### src/hw/rtl/rainbow_hue_color_generator_assert.svh
// ----------------------------------------------------------------------------
// rainbow hue color generator assertion macros
// shared concurrent assertion forms, clocked on clk, disabled in reset
// ----------------------------------------------------------------------------
`ifndef RAINBOW_HUE_COLOR_GENERATOR_ASSERT_SVH
`define RAINBOW_HUE_COLOR_GENERATOR_ASSERT_SVH

// same-cycle implication
`define RHCG_ASSERT_NOW(lbl, ante, cons) \
	lbl: assert property (@(posedge clk) disable iff (!arst_n) (ante) |-> (cons)) \
		else $error("rhcg assertion failed");

// next-cycle implication
`define RHCG_ASSERT_NEXT(lbl, ante, cons) \
	lbl: assert property (@(posedge clk) disable iff (!arst_n) (ante) |=> (cons)) \
		else $error("rhcg assertion failed");

`endif

### src/hw/rtl/rhcg_pkg.sv
// ----------------------------------------------------------------------------
// rhcg_pkg
// types, constants and helpers of the rainbow hue color generator
// ----------------------------------------------------------------------------
package rhcg_pkg;

	localparam int HueW   = 11;
	localparam int ChanW  = 8;
	localparam int StepW  = 11;
	localparam int CfgW   = 11;
	localparam int ProdW  = 16;
	localparam int TriW   = 9;

	// hue ring: six sectors of 256
	localparam logic [HueW:0] HueRing = 12'd1536;
	localparam logic [9:0]    TriPeriod = 10'd512;

	typedef enum logic [1:0] {
		REG_HUE_STEP   = 2'd0,
		REG_SATURATION = 2'd1,
		REG_BRIGHTNESS = 2'd2
	} rhcg_reg_t;

	typedef enum logic [2:0] {
		ST_IDLE,
		ST_CHROMA,
		ST_SCALE,
		ST_SECOND,
		ST_MIX
	} rhcg_state_t;

	typedef struct packed {
		logic idle;
		logic done;
	} rhcg_status_t;

	// floor(x / 255) for x up to 65025, by reciprocal with correction
	function automatic logic [ChanW-1:0] div255(input logic [ProdW-1:0] x);
		logic [ProdW:0] s;
		s = {1'b0, x} + 17'd1 + {9'd0, x[ProdW-1:8]};
		return s[15:8];
	endfunction

endpackage

### src/hw/rtl/rhcg_if.sv
// ----------------------------------------------------------------------------
// rhcg channel interfaces
// valid/ready channels for tick words and color words
// ----------------------------------------------------------------------------
interface rhcg_tick_if;
	logic valid;
	logic ready;
	logic advance;

	modport source (output valid, output advance, input ready);
	modport sink (input valid, input advance, output ready);
endinterface

interface rhcg_color_if;
	logic                          valid;
	logic                          ready;
	logic [rhcg_pkg::ChanW-1:0]    red;
	logic [rhcg_pkg::ChanW-1:0]    green;
	logic [rhcg_pkg::ChanW-1:0]    blue;
	logic [rhcg_pkg::HueW-1:0]     hue_out;

	modport source (output valid, output red, output green, output blue, output hue_out,
		input ready);
	modport sink (input valid, input red, input green, input blue, input hue_out,
		output ready);
endinterface

### src/hw/rtl/rhcg_core.sv
// ----------------------------------------------------------------------------
// rhcg_core
// sequenced hsv to rgb conversion around one shared 9x8 multiplier
// ----------------------------------------------------------------------------
module rhcg_core (
	input  logic                        clk,
	input  logic                        arst_n,
	input  logic                        start,
	input  logic [rhcg_pkg::HueW-1:0]   hue,
	input  logic [rhcg_pkg::ChanW-1:0]  sat,
	input  logic [rhcg_pkg::ChanW-1:0]  val,
	input  logic                        out_free,
	output rhcg_pkg::rhcg_status_t      status,
	output logic [rhcg_pkg::ChanW-1:0]  red,
	output logic [rhcg_pkg::ChanW-1:0]  green,
	output logic [rhcg_pkg::ChanW-1:0]  blue
);

	rhcg_pkg::rhcg_state_t state_q, state_nxt;

	logic [rhcg_pkg::HueW-1:0]  hue_q;
	logic [rhcg_pkg::ChanW-1:0] chroma_q;
	logic [rhcg_pkg::ProdW-1:0] prod_q;

	logic [rhcg_pkg::TriW-1:0]  tri_val;
	logic [9:0]                 tri_diff;
	logic [rhcg_pkg::TriW-1:0]  mul_a;
	logic [rhcg_pkg::ChanW-1:0] mul_b;
	logic [16:0]                mul_p;
	logic                       sel_chroma;
	logic [rhcg_pkg::ChanW-1:0] second;
	logic [rhcg_pkg::ChanW-1:0] base;
	logic [rhcg_pkg::ChanW-1:0] r_raw, g_raw, b_raw;

	// triangle of hue mod 512, peak 256
	assign tri_diff = rhcg_pkg::TriPeriod - {1'b0, hue_q[8:0]};
	assign tri_val  = hue_q[8] ? tri_diff[8:0] : {1'b0, hue_q[7:0]};

	// shared multiplier
	assign mul_a = sel_chroma ? {1'b0, sat} : tri_val;
	assign mul_b = sel_chroma ? val : chroma_q;
	assign mul_p = {8'd0, mul_a} * {9'd0, mul_b};

	always_comb begin
		state_nxt = state_q;
		case (state_q)
			rhcg_pkg::ST_IDLE:   if (start) state_nxt = rhcg_pkg::ST_CHROMA;
			rhcg_pkg::ST_CHROMA: state_nxt = rhcg_pkg::ST_SCALE;
			rhcg_pkg::ST_SCALE:  state_nxt = rhcg_pkg::ST_SECOND;
			rhcg_pkg::ST_SECOND: state_nxt = rhcg_pkg::ST_MIX;
			rhcg_pkg::ST_MIX:    if (out_free) state_nxt = rhcg_pkg::ST_IDLE;
			default:             state_nxt = rhcg_pkg::ST_IDLE;
		endcase
	end

	always_comb begin
		sel_chroma  = 1'b0;
		status.idle = 1'b0;
		status.done = 1'b0;
		case (state_q)
			rhcg_pkg::ST_IDLE:   status.idle = 1'b1;
			rhcg_pkg::ST_CHROMA: sel_chroma = 1'b1;
			rhcg_pkg::ST_MIX:    status.done = out_free;
			default:             sel_chroma = 1'b0;
		endcase
	end

	always_ff @(posedge clk or negedge arst_n) begin
		if (!arst_n) begin
			state_q <= rhcg_pkg::ST_IDLE;
		end else begin
			state_q <= state_nxt;
		end
	end

	always_ff @(posedge clk) begin
		if (state_q == rhcg_pkg::ST_IDLE && start) hue_q <= hue;
		if (state_q == rhcg_pkg::ST_CHROMA || state_q == rhcg_pkg::ST_SECOND)
			prod_q <= mul_p[rhcg_pkg::ProdW-1:0];
		if (state_q == rhcg_pkg::ST_SCALE) chroma_q <= rhcg_pkg::div255(prod_q);
	end

	// secondary = tri * chroma / 256
	assign second = prod_q[15:8];
	assign base   = val - chroma_q;

	always_comb begin
		case (hue_q[10:8])
			3'd0:    begin r_raw = chroma_q; g_raw = second;   b_raw = '0;       end
			3'd1:    begin r_raw = second;   g_raw = chroma_q; b_raw = '0;       end
			3'd2:    begin r_raw = '0;       g_raw = chroma_q; b_raw = second;   end
			3'd3:    begin r_raw = '0;       g_raw = second;   b_raw = chroma_q; end
			3'd4:    begin r_raw = second;   g_raw = '0;       b_raw = chroma_q; end
			default: begin r_raw = chroma_q; g_raw = '0;       b_raw = second;   end
		endcase
	end

	assign red   = r_raw + base;
	assign green = g_raw + base;
	assign blue  = b_raw + base;

endmodule

### src/hw/rtl/rainbow_hue_color_generator.sv
// ----------------------------------------------------------------------------
// rainbow_hue_color_generator
// hue ring walker with hsv to rgb conversion of each tick
// ----------------------------------------------------------------------------
// Each tick word returns one color word: the current hue position (0..1535,
// six sectors of 256) converted to RGB with the configured saturation and
// brightness, plus the hue used. When advance is set the hue then moves on by
// hue_step, modulo 1536. A tick passes from acceptance through the chroma
// product, the divide by 255, the secondary product and the channel mix,
// where the color word is loaded, and the sequencer then returns to idle
// before it takes the next tick, so no tick is taken while the previous
// one is still in conversion: the two products share one 9x8 multiplier.
// The mix state is held for as long as the output register holds a word
// that is not being taken. A new tick is taken once the sequencer is back
// in idle, even while the previous color word still sits in the output
// register. Configuration is a plain write port; index 3 is ignored.
// ----------------------------------------------------------------------------
`include "rainbow_hue_color_generator_assert.svh"

module rainbow_hue_color_generator (
	input  logic                       clk,
	input  logic                       arst_n,
	input  logic                       cfg_we,
	input  logic [1:0]                 cfg_idx,
	input  logic [rhcg_pkg::CfgW-1:0]  cfg_data,
	rhcg_tick_if.sink                  tick,
	rhcg_color_if.source               color
);

	// configuration registers
	logic [rhcg_pkg::StepW-1:0] step_q;
	logic [rhcg_pkg::ChanW-1:0] sat_q;
	logic [rhcg_pkg::ChanW-1:0] bright_q;

	// hue ring position, always below 1536
	logic [rhcg_pkg::HueW-1:0]  hue_pos_q;

	// output register
	logic                       out_valid_q;
	logic [rhcg_pkg::ChanW-1:0] red_q, green_q, blue_q;
	logic [rhcg_pkg::HueW-1:0]  hue_out_q;
	logic [rhcg_pkg::HueW-1:0]  hue_cur_q;

	rhcg_pkg::rhcg_status_t     status;
	logic                       accept;
	logic                       out_free;
	logic [rhcg_pkg::ChanW-1:0] red_c, green_c, blue_c;

	logic [rhcg_pkg::HueW-1:0]  step_eff;
	logic [rhcg_pkg::HueW:0]    hue_sum;
	logic [rhcg_pkg::HueW:0]    hue_wrap;

	assign accept   = tick.valid && tick.ready;
	assign tick.ready = status.idle;

	// slot frees when empty or being drained this cycle
	assign out_free = !out_valid_q || color.ready;

	always_ff @(posedge clk or negedge arst_n) begin
		if (!arst_n) begin
			step_q   <= 11'd19;
			sat_q    <= 8'd255;
			bright_q <= 8'd8;
		end else if (cfg_we) begin
			case (cfg_idx)
				rhcg_pkg::REG_HUE_STEP:   step_q   <= cfg_data;
				rhcg_pkg::REG_SATURATION: sat_q    <= cfg_data[rhcg_pkg::ChanW-1:0];
				rhcg_pkg::REG_BRIGHTNESS: bright_q <= cfg_data[rhcg_pkg::ChanW-1:0];
				default:                  step_q   <= step_q;
			endcase
		end
	end

	// a step of 1536 or more acts as step - 1536, so the sum stays below 3072
	always_comb begin
		if ({1'b0, step_q} >= rhcg_pkg::HueRing)
			step_eff = step_q - rhcg_pkg::HueRing[rhcg_pkg::HueW-1:0];
		else
			step_eff = step_q;
		hue_sum = {1'b0, hue_pos_q} + {1'b0, step_eff};
		if (hue_sum >= rhcg_pkg::HueRing)
			hue_wrap = hue_sum - rhcg_pkg::HueRing;
		else
			hue_wrap = hue_sum;
	end

	// hue moves on at acceptance; the word keeps the old hue
	always_ff @(posedge clk or negedge arst_n) begin
		if (!arst_n) begin
			hue_pos_q <= '0;
		end else if (accept && tick.advance) begin
			hue_pos_q <= hue_wrap[rhcg_pkg::HueW-1:0];
		end
	end

	always_ff @(posedge clk) begin
		if (accept) hue_cur_q <= hue_pos_q;
	end

	rhcg_core u_core (
		.clk      (clk),
		.arst_n   (arst_n),
		.start    (accept),
		.hue      (hue_pos_q),
		.sat      (sat_q),
		.val      (bright_q),
		.out_free (out_free),
		.status   (status),
		.red      (red_c),
		.green    (green_c),
		.blue     (blue_c)
	);

	// output word register
	always_ff @(posedge clk or negedge arst_n) begin
		if (!arst_n) begin
			out_valid_q <= 1'b0;
		end else if (status.done) begin
			out_valid_q <= 1'b1;
		end else if (color.ready) begin
			out_valid_q <= 1'b0;
		end
	end

	always_ff @(posedge clk) begin
		if (status.done) begin
			red_q     <= red_c;
			green_q   <= green_c;
			blue_q    <= blue_c;
			hue_out_q <= hue_cur_q;
		end
	end

	assign color.valid   = out_valid_q;
	assign color.red     = red_q;
	assign color.green   = green_q;
	assign color.blue    = blue_q;
	assign color.hue_out = hue_out_q;

	// hue position stays on the ring
	`RHCG_ASSERT_NOW(a_hue_on_ring, 1'b1, ({1'b0, hue_pos_q} < rhcg_pkg::HueRing))
	// sequencer is busy right after taking a tick
	`RHCG_ASSERT_NEXT(a_busy_after_accept, accept, !tick.ready)
	// a finished conversion always shows up as a valid word
	`RHCG_ASSERT_NEXT(a_done_to_valid, status.done, color.valid)

endmodule

### src/flat_wrapper.sv
// flat-port wrapper written by rule: the top's interface ports become plain ports
module rainbow_hue_color_generator_flat 
  (clk, arst_n, cfg_we, cfg_idx, cfg_data, tick_valid, tick_advance, tick_ready, color_valid, color_red, color_green, color_blue, color_hue_out, color_ready);
  rhcg_tick_if tick_i ();
  rhcg_color_if color_i ();
  input  logic clk;
  input  logic arst_n;
  input  logic cfg_we;
  input  logic [1:0] cfg_idx;
  input  logic [rhcg_pkg::CfgW-1:0] cfg_data;
  input wire logic [$bits(tick_i.valid)-1:0] tick_valid;
  input wire logic [$bits(tick_i.advance)-1:0] tick_advance;
  output wire logic [$bits(tick_i.ready)-1:0] tick_ready;
  output wire logic [$bits(color_i.valid)-1:0] color_valid;
  output wire logic [$bits(color_i.red)-1:0] color_red;
  output wire logic [$bits(color_i.green)-1:0] color_green;
  output wire logic [$bits(color_i.blue)-1:0] color_blue;
  output wire logic [$bits(color_i.hue_out)-1:0] color_hue_out;
  input wire logic [$bits(color_i.ready)-1:0] color_ready;
  assign tick_i.valid = tick_valid;
  assign tick_i.advance = tick_advance;
  assign tick_ready = tick_i.ready;
  assign color_valid = color_i.valid;
  assign color_red = color_i.red;
  assign color_green = color_i.green;
  assign color_blue = color_i.blue;
  assign color_hue_out = color_i.hue_out;
  assign color_i.ready = color_ready;
  rainbow_hue_color_generator u_core (.clk(clk), .arst_n(arst_n), .cfg_we(cfg_we), .cfg_idx(cfg_idx), .cfg_data(cfg_data), .tick(tick_i), .color(color_i));
endmodule
### config.mk
export PLATFORM = sky130hd
export DESIGN_NAME = rainbow_hue_color_generator_flat
export DESIGN_NICKNAME = d
export VERILOG_FILES = /design/src/hw/rtl/rhcg_pkg.sv /design/src/hw/rtl/rhcg_if.sv /design/src/hw/rtl/rhcg_core.sv /design/src/hw/rtl/rainbow_hue_color_generator.sv /design/src/flat_wrapper.sv
export VERILOG_INCLUDE_DIRS = /design/src /design/src/hw/rtl
export SDC_FILE = /design/constraint.sdc
export NUM_CORES = 1
export LEC_CHECK = 0
export CELL_PAD_IN_SITES_DETAIL_PLACEMENT = 1
export CELL_PAD_IN_SITES_GLOBAL_PLACEMENT = 2
export CORE_AREA = 8 8 147 149
export DETAILED_ROUTE_END_ITERATION = 12
export DIE_AREA = 0 0 155 157
export DONT_BUFFER_PORTS = 1
export PLACE_DENSITY_LB_ADDON = 0.1
export SYNTH_ARGS = -nofsm -noshare
export SYNTH_HDL_FRONTEND = slang
export SYNTH_SLANG_ARGS = --single-unit
### constraint.sdc
create_clock -name clk -period 14.7 [get_ports clk]
set_input_delay 1.47 -clock clk [delete_from_list [all_inputs] [get_ports clk]]
set_output_delay 1.47 -clock clk [all_outputs]
set_load 0.1 [all_outputs]
==> results.toml <==
[worst_setup_path]
cp-start-kind = "register"
r2r_slack_ps = 8550
path_cells = "inv_2, o21ai_0, a21oi_1, a21oi_1, or2_1, fa_1, fa_1, inv_1, fa_1, inv_1, fa_1, inv_1, ha_1, o21a_1, o21ai_0, o311ai_1, o41ai_1, xnor2_1"
r2r-start = "u_core.u_core.hue_q[8]"
critPathMaxStageDelay_ps = 910
rr_endpoint = "u_core.u_core.prod_q[14]"
critPathKind = "register to register"
path_max_fanout = 22
critPathCaptureType = "register"
cp_slowest_cell = "edfxtp_1"
crit_arrival_ps = 6260
crit_path_frequent_cell = "fa_1"
cp.required_ps = 14810
ff2ff_path_depth = 18

[synthesis]
ys_ff_latch = 112
ys_warn_count = 0
synthCells = 869
avgSynthCellArea_um2 = 10.1
synth_cell_types = 61
synthArstFlopShare_pct = 37.5
yosys.area.top_type = "edfxtp_1"
synth.top_cells.by_area = "edfxtp_1 24%, ha_1 12%, fa_1 11%"
synth_area_mm2 = 0.00874
synth_edf_count = 70
ys_seq_area_share_pct = 36.2
synth_flop_cell = "edfxtp_1"
synthesis.nets = 1016
synth_top_area_share_pct = 24.1

[timing]
setup-violations-final = 0
worst_pin_slew_ps = 995
slew_violations = 0
max_freq_mhz = 162
post-route-period-util_pct = 41.9
min_period_ps = 6150
max_slew_margin_pct = 33.7
rsz0062_at_grt = "no"
fin_setup_tns_ps = 0
finalClockSkew_ps = 10.2
hold_violations = 0

[grt]
track_usage_pct = 19.3
grt_overflow = 0
grt_first_pass_wirelength_mm = 36.5
grt_pass1_vias = 6636
grt_max_degree = 43
antenna_found_initial = 0

[clock_network]
cts-htree-levels = 3
root_buffer = "clkbuf_16"
ctsHoldBuffers = 0
ctsResizeCount = 0
cts_sinks = 112
clk_path_buf_depth = 2
cts_setup_buffers = 0
clkTransAtPathRegs_ps = 80
clk_latency_ps = 370
tritoncts = "done"
numCtsBuffers = 9

[floorplan]
initial_core_util_pct = 45.5
rows = 51
die_y_um = 157
ios = 56
dieArea_mm2 = 0.0243
die_x_um = 155
core_region_area_mm2 = 0.0192

[hold_path]
hold_path_depth = 0
hold_start = "u_core.hue_pos_q[0]"
min_to = "u_core.u_core.hue_q[0]"
min_path_type = "register to register"

[run_status]
status = "completed"

[placement]
hpwl_mm = 17.5
io_buffer_count = 0
gp_congestion = 0.798

[layout]
drive_gt1_share_pct = 5.32
final_cell_mix = "95 x nor2_1, 89 x inv_1, 82 x ha_1, 70 x edfxtp_1, 63 x a21oi_1"
final_common_cell = "nor2_1"
final_nets = 1006
synthToLayoutAreaGrowth_pct = 6.86
antenna_cells = 0

[flow_run]
drv_cap = 0

[routing]
antenna_left = 0
drtIter0Drc = 319
routed_wl_mm = 22.5
via_per_inst = 5.52
vias = 6235
drc = 0
avgRoutedWirePerCell_um = 19.9
first_pass_iters = 4
==> worst max-delay path, delay by kind of cell (launching register included) <==
kind / cells / cell delay, ps
flops: 1 / 910
fa+ha+maj: 5 / 2380
compound gates: 7 / 1820
simple gates: 1 / 200
buf+inv: 4 / 470
xor+xnor: 1 / 110
==> flip-flops by register name, indices dropped and copies added, names as in the netlist <==
register                cells
u_core.sat_q                8
u_core.step_q              11
u_core.color.red            8
u_core.color.valid          1
u_core.color.hue_out       11
u_core.bright_q             8
u_core.color.blue           8
u_core.u_core.state_q       3
u_core.u_core.prod_q       16
u_core.u_core.hue_q        11
u_core.color.green          8
u_core.u_core.chroma_q      8
u_core.hue_pos_q           11
==> how the worst max path moves through the flow <==
stage | cells after the start | to | from
2_1_floorplan | 19 | u_core.u_core.prod_q[14] | u_core.u_core.state_q[1]
3_3_place_gp | 18 | u_core.u_core.prod_q[14] | u_core.u_core.hue_q[8]
3_5_place_dp | 18 | u_core.u_core.prod_q[14] | u_core.u_core.hue_q[8]
4_1_cts | 18 | u_core.u_core.prod_q[14] | u_core.u_core.hue_q[8]
5_1_grt | 18 | u_core.u_core.prod_q[14] | u_core.u_core.hue_q[8]
6_report | 18 | u_core.u_core.prod_q[14] | u_core.u_core.hue_q[8]
==> synthesized netlist by cell type (16+ instances only) <==
master	count
a21oi_1	63
ha_1	82
xnor2_1	40
o21ai_1	18
or2_1	23
nor2b_1	16
mux2_1	27
inv_1	89
dfrtp_1	30
nor2_1	95
nand2_1	56
edfxtp_1	70
fa_1	46
clkbuf_1	21
xor2_1	19
==> metal layers <==
metal	share of wire [%]	track usage (%)
met1	46	24.4
met5	0	0
met4	2.0	6.58
met3	3.8	3.48
met2	48	32.7
==> per-stage QoR <==
step | worst slack (ps) | cell area (um^2) | util (%) | cells | hold WS, ps
6_report | 8550 | 9340 | 48.6 | 1129 | 495
4_1_cts | 8580 | 9340 | 48.6 | 1129 | 495
3_3_place_gp | 8800 | 9030 | 47.0 | 1113 | 471
2_1_floorplan | 9310 | 8740 | - | 869 | 440
3_5_place_dp | 8630 | 9030 | 47.0 | 1113 | 474
5_1_grt | 8160 | 9340 | 48.6 | 1129 | 515
==> final cells by class <==
cell class | instances | area (um^2)
Inverter | 92 | 345
Fill cell | 2146 | 9870
Clock inverter | 7 | 85.1
Multi-Input combinational cell | 639 | 5130
Clock buffer | 9 | 225
Sequential cell | 112 | 3170
Timing Repair Buffer | 5 | 57.6
Tap cell | 265 | 332
==> logic make-up after synthesis <==
| kind of cell | count (synthesis) | synth area share [%] |
|---|---|---|
| flops | 112 | 36.2 |
| compound gates | 165 | 12.0 |
| fa+ha+maj | 128 | 22.3 |
| mux | 37 | 4.62 |
| xor+xnor | 59 | 5.91 |
| buf+inv | 118 | 5.28 |
| simple gates | 250 | 13.6 |
Power is left out: the tool's default activity adds up to more than one toggle a clock period on the data nets, which glitch-free logic cannot reach.
